**src/hw/rtl/fixed_width_decimal_formatter_top_macros.svh**
```systemverilog
// Assertion macros for the fixed-width decimal formatter.
`ifndef FIXED_WIDTH_DECIMAL_FORMATTER_TOP_MACROS_SVH
`define FIXED_WIDTH_DECIMAL_FORMATTER_TOP_MACROS_SVH

// Same-cycle implication, sampled on clk, off while rst_n is low.
`define FWDF_ASSERT_IMP(lbl, ante, cons, msg) \
    lbl: assert property (@(posedge clk) disable iff (!rst_n) (ante) |-> (cons)) \
        else $error(msg);

// Next-cycle implication, sampled on clk, off while rst_n is low.
`define FWDF_ASSERT_NEXT(lbl, ante, cons, msg) \
    lbl: assert property (@(posedge clk) disable iff (!rst_n) (ante) |=> (cons)) \
        else $error(msg);

`endif

```
**src/hw/rtl/fwdf_pkg.sv**
```systemverilog
// Shared constants and types for the fixed-width decimal formatter.
package fwdf_pkg;

    localparam int MAX_WIDTH  = 16;
    localparam int BIN_W      = 32;
    localparam int WIDTH_W    = 5;
    localparam int NUM_DIGITS = 10;
    localparam int BCD_W      = 4 * NUM_DIGITS;
    localparam int STAGE_BITS = 8;
    localparam int NUM_STAGES = BIN_W / STAGE_BITS;
    localparam int CHAR_W     = 8;
    localparam logic [CHAR_W-1:0] ASCII_ZERO = 8'h30;

    // Item moving through the binary-to-BCD pipeline
    typedef struct packed {
        logic [BCD_W-1:0]   bcd;
        logic [BIN_W-1:0]   bin;
        logic [WIDTH_W-1:0] width;
    } dd_item_t;

    // One formatted character result
    typedef struct packed {
        logic [CHAR_W-1:0] char_code;
        logic              is_last;
        logic              is_empty;
    } char_out_t;

endpackage

```
**src/hw/rtl/fwdf_dd_stage.sv**
```systemverilog
// One pipeline stage of the shift-and-add-3 binary to BCD conversion.
module fwdf_dd_stage
    import fwdf_pkg::*;
(
    input  logic     clk,
    input  logic     rst_n,
    input  logic     in_valid,
    output logic     in_ready,
    input  dd_item_t in_item,
    output logic     out_valid,
    input  logic     out_ready,
    output dd_item_t out_item
);

    logic     valid_reg;
    logic     valid_next;
    dd_item_t item_reg;
    dd_item_t item_next;

    // STAGE_BITS shift-add-3 steps, consuming the top bits of bin
    always_comb
    begin
        logic [BCD_W-1:0] bcd;
        logic [BIN_W-1:0] bin;
        bcd = in_item.bcd;
        bin = in_item.bin;
        for (int s = 0; s < STAGE_BITS; s++)
        begin
            for (int d = 0; d < NUM_DIGITS; d++)
            begin
                if (bcd[4*d +: 4] >= 4'd5)
                begin
                    bcd[4*d +: 4] = bcd[4*d +: 4] + 4'd3;
                end
            end
            {bcd, bin} = {bcd[BCD_W-2:0], bin, 1'b0};
        end
        item_next.bcd   = bcd;
        item_next.bin   = bin;
        item_next.width = in_item.width;
    end

    assign in_ready   = !valid_reg || out_ready;
    assign valid_next = in_ready ? in_valid : valid_reg;

    always_ff @(posedge clk or negedge rst_n)
    begin
        if (!rst_n)
        begin
            valid_reg <= 1'b0;
        end
        else
        begin
            valid_reg <= valid_next;
        end
    end

    always_ff @(posedge clk)
    begin
        if (in_ready && in_valid)
        begin
            item_reg <= item_next;
        end
    end

    assign out_valid = valid_reg;
    assign out_item  = item_reg;

endmodule

```
**src/hw/rtl/fwdf_serializer.sv**
```systemverilog
// Emits the BCD digits of one item as a fixed-width ASCII field, one per cycle while the output is free.
module fwdf_serializer
    import fwdf_pkg::*;
(
    input  logic      clk,
    input  logic      rst_n,
    input  logic      in_valid,
    output logic      in_ready,
    input  dd_item_t  in_item,
    output logic      out_valid,
    input  logic      out_ready,
    output char_out_t out_char
);

    logic               busy_reg;
    logic               busy_next;
    logic [BCD_W-1:0]   bcd_reg;
    logic [WIDTH_W-1:0] pos_reg;
    logic [WIDTH_W-1:0] pos_next;
    logic               empty_reg;
    logic               ovalid_reg;
    logic               ovalid_next;
    char_out_t          ochar_reg;
    char_out_t          ochar_next;

    logic       out_free;
    logic       emit;
    logic       last_char;
    logic       accept;
    logic [3:0] digit;

    assign out_free  = !ovalid_reg || out_ready;
    assign emit      = busy_reg && out_free;
    assign last_char = (pos_reg == '0);
    assign in_ready  = !busy_reg || (emit && last_char);
    assign accept    = in_valid && in_ready;

    // Digit of weight 10^pos; weights above the top digit read as zero
    always_comb
    begin
        digit = 4'd0;
        for (int i = 0; i < NUM_DIGITS; i++)
        begin
            if (pos_reg == WIDTH_W'(i))
            begin
                digit = bcd_reg[4*i +: 4];
            end
        end
    end

    always_comb
    begin
        busy_next = busy_reg;
        pos_next  = pos_reg;
        if (accept)
        begin
            busy_next = 1'b1;
            pos_next  = (in_item.width == '0) ? '0 : in_item.width - 1'b1;
        end
        else if (emit)
        begin
            if (last_char)
            begin
                busy_next = 1'b0;
            end
            else
            begin
                pos_next = pos_reg - 1'b1;
            end
        end
    end

    always_comb
    begin
        ovalid_next = ovalid_reg;
        ochar_next  = ochar_reg;
        if (emit)
        begin
            ovalid_next          = 1'b1;
            ochar_next.char_code = empty_reg ? '0 : ASCII_ZERO + CHAR_W'(digit);
            ochar_next.is_last   = last_char;
            ochar_next.is_empty  = empty_reg;
        end
        else if (out_ready)
        begin
            ovalid_next = 1'b0;
        end
    end

    always_ff @(posedge clk or negedge rst_n)
    begin
        if (!rst_n)
        begin
            busy_reg   <= 1'b0;
            ovalid_reg <= 1'b0;
        end
        else
        begin
            busy_reg   <= busy_next;
            ovalid_reg <= ovalid_next;
        end
    end

    always_ff @(posedge clk)
    begin
        pos_reg   <= pos_next;
        ochar_reg <= ochar_next;
        if (accept)
        begin
            bcd_reg   <= in_item.bcd;
            empty_reg <= (in_item.width == '0);
        end
    end

    assign out_valid = ovalid_reg;
    assign out_char  = ochar_reg;

endmodule

```
**src/hw/rtl/fixed_width_decimal_formatter_top.sv**
```systemverilog
// Top level of the fixed-width decimal formatter.
//
// Usage:
//   Input channel (s_*): one transfer carries a 32-bit unsigned value and a
//   5-bit field width. Widths above MAX_WIDTH saturate to MAX_WIDTH.
//   Output channel (m_*): one transfer per ASCII character, most significant
//   first, left-padded with '0'; when the width is below the digit count only
//   the low-order digits that fit appear. m_tlast marks the last character.
//   A zero width gives a single transfer with m_tdata 0, m_tlast 1, m_tuser 1.
// Path: an item passes through 4 conversion stages, loaded on its input
//   transfer and handed on from stage to stage, is then loaded into the
//   serializer, and its characters leave through one output register.
// Throughput: set by the serializer, which emits one character per cycle
//   while m_tready does not hold the output; a new item is loaded in the same cycle the
//   previous item's last character is emitted, so fields run back to back.
//   The conversion stages take a new item every cycle unless stalled.
// Reset: rst_n (asynchronous, active low) empties all stages and the output
//   register; items in flight are dropped.
// Stall: while m_tready is low the output register holds, the serializer and
//   the stages fill up, and s_tready drops once every stage holds an item.
//   Nothing is lost or repeated.
`include "fixed_width_decimal_formatter_top_macros.svh"

module fixed_width_decimal_formatter_top
    import fwdf_pkg::*;
(
    input  logic        clk,
    input  logic        rst_n,
    input  logic        s_tvalid,
    output logic        s_tready,
    input  logic [39:0] s_tdata,   // [31:0] value, [36:32] field_width, [39:37] zero
    output logic        m_tvalid,
    input  logic        m_tready,
    output logic [7:0]  m_tdata,   // [7:0] char_code
    output logic        m_tlast,   // is_last
    output logic        m_tuser    // [0] is_empty
);

    logic [BIN_W-1:0]   value;
    logic [WIDTH_W-1:0] field_width;
    logic [WIDTH_W-1:0] width_sat;

    // Stage chain: index 0 is the input side, NUM_STAGES feeds the serializer
    logic     st_valid [NUM_STAGES+1];
    logic     st_ready [NUM_STAGES+1];
    dd_item_t st_item  [NUM_STAGES+1];

    char_out_t out_char;

    assign value       = s_tdata[BIN_W-1:0];
    assign field_width = s_tdata[BIN_W +: WIDTH_W];

    // Width saturation happens once, on entry
    assign width_sat = (int'(field_width) > MAX_WIDTH) ? WIDTH_W'(MAX_WIDTH) : field_width;

    assign st_valid[0]      = s_tvalid;
    assign s_tready         = st_ready[0];
    assign st_item[0].bcd   = '0;
    assign st_item[0].bin   = value;
    assign st_item[0].width = width_sat;

    // Each stage converts STAGE_BITS bits of the binary value
    for (genvar g = 0; g < NUM_STAGES; g++)
    begin : g_stage
        fwdf_dd_stage u_stage (
            .clk       (clk),
            .rst_n     (rst_n),
            .in_valid  (st_valid[g]),
            .in_ready  (st_ready[g]),
            .in_item   (st_item[g]),
            .out_valid (st_valid[g+1]),
            .out_ready (st_ready[g+1]),
            .out_item  (st_item[g+1])
        );
    end

    fwdf_serializer u_ser (
        .clk       (clk),
        .rst_n     (rst_n),
        .in_valid  (st_valid[NUM_STAGES]),
        .in_ready  (st_ready[NUM_STAGES]),
        .in_item   (st_item[NUM_STAGES]),
        .out_valid (m_tvalid),
        .out_ready (m_tready),
        .out_char  (out_char)
    );

    assign m_tdata = out_char.char_code;
    assign m_tlast = out_char.is_last;
    assign m_tuser = out_char.is_empty;

    // An empty field is a single closing transfer with a zero code
    `FWDF_ASSERT_IMP(a_empty_shape, m_tvalid && m_tuser, m_tlast && (m_tdata == 8'h00), "empty result malformed")

    // Every real character is an ASCII decimal digit
    `FWDF_ASSERT_IMP(a_char_digit, m_tvalid && !m_tuser, (m_tdata >= 8'h30) && (m_tdata <= 8'h39), "character is not a decimal digit")

    // After an empty field's transfer, the next character cannot be flagged non-last empty
    `FWDF_ASSERT_NEXT(a_empty_after, m_tvalid && m_tready && m_tuser, !m_tvalid || m_tlast || !m_tuser, "bad result after empty field")

endmodule

```
**config.mk**
```make
export PLATFORM = sky130hd
export DESIGN_NAME = fixed_width_decimal_formatter_top
export DESIGN_NICKNAME = d
export VERILOG_FILES = /design/src/hw/rtl/fwdf_pkg.sv /design/src/hw/rtl/fwdf_dd_stage.sv /design/src/hw/rtl/fwdf_serializer.sv /design/src/hw/rtl/fixed_width_decimal_formatter_top.sv
export VERILOG_INCLUDE_DIRS = /design/src /design/src/hw/rtl
export SDC_FILE = /design/constraint.sdc
export NUM_CORES = 1
export LEC_CHECK = 0
export CAP_MARGIN = 20
export CORE_MARGIN = 2
export CORE_UTILIZATION = 40
export DETAILED_ROUTE_END_ITERATION = 12
export DONT_BUFFER_PORTS = 1
export PLACE_DENSITY_LB_ADDON = 0.05
export SYNTH_ARGS = -nofsm -noshare
export SYNTH_HDL_FRONTEND = slang
export SYNTH_SLANG_ARGS = --single-unit
export TNS_END_PERCENT = 20
```
**constraint.sdc**
```tcl
create_clock -name clk -period 11.9 [get_ports clk]
set_input_delay 0 -clock clk [delete_from_list [all_inputs] [get_ports clk]]
set_output_delay 0 -clock clk [all_outputs]
set_load 0.01 [all_outputs]
```
# Word-level counts from Yosys, hierarchy flattened
# Index checks and enable logic that the tools add are counted.
# classes
eq_ne	10
n_div	0
mux	284
bitwise_logic	0
reduce_logical	26
addsub	268
multipliers	0
shift	0
order_cmp	266
# ops
op	count
4-bit by 3-bit >= comparator with 1-bit output, second input constant	255
4-bit 2-to-1 mux	252
4-bit by 2-bit adder with 4-bit output, second input constant	234
3-bit 2-to-1 mux	22
3-bit by 2-bit adder with 3-bit output, second input constant	21
1-bit by 2-bit adder with 3-bit output, second input constant	9
1-bit by 3-bit >= comparator with 1-bit output, second input constant	9
5-bit by 3-bit == test with 1-bit output, second input constant	4
5-bit 2-to-1 mux	4
5-bit by 2-bit == test with 1-bit output, second input constant	2
5-bit by 4-bit == test with 1-bit output, second input constant	2
5-bit logical NOT	2
5-bit by 1-bit subtractor with 5-bit output, second input constant	2
6-bit by 4-bit adder with 7-bit output, first input constant	1
1-bit logical AND	7
1-bit logical NOT	6
1-bit logical OR	6
1-bit 2-to-1 mux	6
2-bit nonzero test	3
5-bit by 1-bit == test with 1-bit output, second input constant	1
5-bit greater-than comparator, second input constant	1
2-bit AND reduction	2
1-bit by 2-bit adder with 3-bit output, both inputs constant	1
1-bit by 3-bit >= comparator with 1-bit output, both inputs constant	1
2-bit inequality test, second input constant	1
# word_totals
elab_cells	878
rom_bits	0
output_inout_bits	12
register_bits	278
in_bits	44
mem_count	0
latch_bits	0
ramBits	0

# Logic depth before layout (Yosys ltp)
# logic_depth
word_depth	16
depth_mapped	38
depth_no_buf	37

# By module
# A second synthesis with hierarchy kept.
# hier_totals
hier_cells	7000
area_unflattened_um2	55067.8
# by_module_without_submodules
mod	cells_per_inst	instances	area_per_inst_um2	seq_area_each_um2
fwdf_dd_stage	1697	4	13110.1	2097.0
fwdf_serializer	206	1	2595.0	1641.6
fixed_width_decimal_formatter_top	6	1	32.5	0.0

# Worst setup path before layout
# No wires, ideal clock.
# synth_path
path_type	register to register
from	reg g_stage[2].u_stage.item_reg (netlist bit g_stage[2].u_stage.out_item[37])
to	reg g_stage[3].u_stage.item_reg (netlist bit g_stage[3].u_stage.out_item[45]) (data pin)
setup_slack_ns	4.626
setup_ns	0.260
t_arrival_ns	7.014
required_ns	11.640
synth_period_minus_slack_ns	7.274
path_stages_with_launch	34
cell_sequence	edfxtp_1 -> buf_2 -> inv_1 -> ha_1 -> buf_6 -> nand2b_4 -> a21oi_4 -> mux2i_2 -> o21ai_2 -> xnor2_1 -> clkbuf_1 -> nand3_1 -> o21ai_0 -> inv_1 -> ha_1 -> inv_1 -> o41ai_1 -> maj3_2 -> a221oi_4 -> xnor2_1 -> inv_1 -> ha_1 -> nor4b_1 -> o31a_1 -> mux2_4 -> nor2_4 -> a2bb2oi_4 -> inv_1 -> ha_1 -> or3_4 -> a21oi_4 -> mux2i_1 -> a21oi_2 -> xor2_1
# synth_lines
element	line_no	rtl
start: declaration	fwdf_dd_stage.sv:17	dd_item_t item_reg;
start signal: assignment	fwdf_dd_stage.sv:62	item_reg <= item_next;
end signal: assignment	fwdf_dd_stage.sv:62	
end: declaration	fwdf_dd_stage.sv:17	

==> metrics.cfg <==
[timing]
finalCritPeriodShare_pct=70.8
tns_ps=0
period_needed_ps=8420
finalSetupViolCount=0
drv_slew=0
worstMarginPinSlew_ps=1060
grt_setup_unrepaired=false
fmax_ghz=0.119
slew_headroom_pct=29.3
hold_violations=0
finalWorstSetupSlack_ps=3480
skew_ps=23.9

[placed_design]
place_hpwl_um=41700
dpl.cell_count=3951
gp_congestion=0.790
io_buffers=0
pre_cts_ws_ps=3530

[worst_setup_path]
rr_worst_depth=33
endpoint_kind=flip-flop
cp_slowest_cell=a31oi_2
crit_family=compound AO/OA/AOI/OAI gates
worst_ep_arrival_time_ps=8750
cp.required_ps=12230
cpMostUsedCell=inv_1
critical_path.max_stage_delay_ps=650
rr_startpoint=g_stage[2].u_stage.out_item[37]$_DFFE_PP_
r2r_slack_ps=3480
crit_type=reg -> reg
rr_endpoint=g_stage[3].u_stage.out_item[45]$_DFFE_PP_
cp_max_fo=17
cp-start-kind=flip-flop
cp.buffers_inverters=7

[cells_and_area]
drive_above_1_share_pct=8.75
multiInputGateArea_um2=18100
fin_cells=4054
filler_cell_count=6295
area_growth_pct=8.81
largest_register_ffs=170
fin_nets=3373
seqCellArea_um2=6850
diodes=0

[clocking]
cts_sinks=229
cts_tree=done
clock_path_buffers=3
worstSkewPairLatency_ps=600
clock-root-buffer=clkbuf_16
htreeDepth=1
cts-buffers-inserted=30
clkSlewWorstSetupHoldPaths_ps=60

[worst_hold_path]
hold_start=s_tdata[26]
min_to=g_stage[0].u_stage.out_item[41]$_DFFE_PP_
min_path_cells=4
hold_class=in -> reg

[detailed_routing]
wl_per_cell_um=13.7
route.detailed.drc=0
via_per_inst=5.72
first_iter_violations=1362
wirelength_um=55400
vias=23200
ant_nets=0
firstDrtPassIters=6

[logic_synthesis]
yosysUniqueCellTypes=123
yosysSeqAreaShare_pct=26.2
yosys_warnings=0
ys_ff_latch=229
async_reset_ff_share_pct=2.62
synth_area_leader_cell=edfxtp_1
synthFlopType=edfxtp_1
synth_top_area_share_pct=25.6
syn_area_um2=26200
ys_top_cells_by_area=edfxtp_1, ha_1, a21oi_1
syn_area_per_cell_um2=8.23
synth_most_common_cell=nand2_1
netlist_instances=3177
synth-edff-count=223
synth_common_cells=nand2_1, nor2_1, a21oi_1

[grt]
track_usage_pct=15.9
grt-ovfl-total=0
antenna_found_initial=0
grt_pass1_vias=21600
grt_pass1_wl_um=96200
grt_max_degree=46

[floorplan]
fp.dieH_um=260
core_um2=64600
die_area_um2=67500
rows=93
ios=56
die_x_um=260
start_util_pct=40.5

[run_status]
status=finished, final reports clean

[job]
cap_violations=0

[repair_timing]
item,in CTS,in global routing
setup buffers,0,0
hold buffers,46,1
resized for setup,0,0
endpoints found under the hold margin,52,6
[tightest hold or removal path, stage by stage]
cell and delay [ps]:
inv_1 50, ha_1 190, a21oi_1 120, mux2i_1 130
[kinds of logic (layout without fill, tap and decap cells)]
family | count (synthesis) | count (layout) | share of synthesized area [%]
AOI/OAI and AO/OA | 1154 | 1154 | 30.6
xor gates and xnor gates | 136 | 136 | 4.95
adders and majority gates | 156 | 156 | 7.40
buffers and inverters | 311 | 332 | 4.71
DFF | 229 | 229 | 26.2
muxes | 168 | 168 | 6.92
other | 1 | 2 | 0.0143
and+or+nand+nor | 1022 | 1022 | 19.3
[cell usage in the layout (no fill, tap or decap), drive strengths merged, types with 46 or more instances in the layout]
cell type	instances
nor3	94
xnor2	115
a31oi	48
dlygate4sd3	47
o21ai	269
nand2	258
inv	218
mux2i	105
ha	149
nor2	260
nand2b	66
edfxtp	223
and2	46
nand3	84
mux2	63
o211ai	52
a21o	51
a21oi	256
[stage by stage]
step | utilization, % | instance area, um^2 | hold WS [ps]
4_1_cts | 44.0 | 28400 | 0.326
5_1_grt | 44.1 | 28500 | 7.20
3_5_place_dp | 41.6 | 26900 | -295
2_1_floorplan | - | 26200 | -296
3_3_place_gp | 41.6 | 26900 | -295
6_report | 44.1 | 28500 | 21.1
[metal layers]
layer	part of all wire (%)	track usage, %
met1	49	21.1
met5	0	0
met3	2.4	1.51
met2	47	28.4
met4	1.3	2.60
[worst max-delay path by stage]
stage	slack, ps	cells past startpoint	to	from
2_1_floorplan	4630	33	g_stage[3].u_stage.out_item[45]$_DFFE_PP_	g_stage[2].u_stage.out_item[37]$_DFFE_PP_
3_3_place_gp	3750	33	g_stage[3].u_stage.out_item[45]$_DFFE_PP_	g_stage[2].u_stage.out_item[37]$_DFFE_PP_
3_5_place_dp	3530	33	g_stage[3].u_stage.out_item[45]$_DFFE_PP_	g_stage[2].u_stage.out_item[37]$_DFFE_PP_
4_1_cts	3470	33	g_stage[3].u_stage.out_item[45]$_DFFE_PP_	g_stage[2].u_stage.out_item[37]$_DFFE_PP_
5_1_grt	2690	33	g_stage[3].u_stage.out_item[45]$_DFFE_PP_	g_stage[2].u_stage.out_item[37]$_DFFE_PP_
6_report	3480	33	g_stage[3].u_stage.out_item[45]$_DFFE_PP_	g_stage[2].u_stage.out_item[37]$_DFFE_PP_
[layout make-up]
class	count	area share [%]
multi-input cells	2638	63.6
flip-flops and latches	229	24.1
well taps	855	3.76
inverters	222	2.95
clock buffers	32	2.66
repair buffers	59	2.05
clock inverters	19	0.976
Power is not shown: default switching activity piles up to over one toggle a cycle in this logic, so the estimate is an artifact.
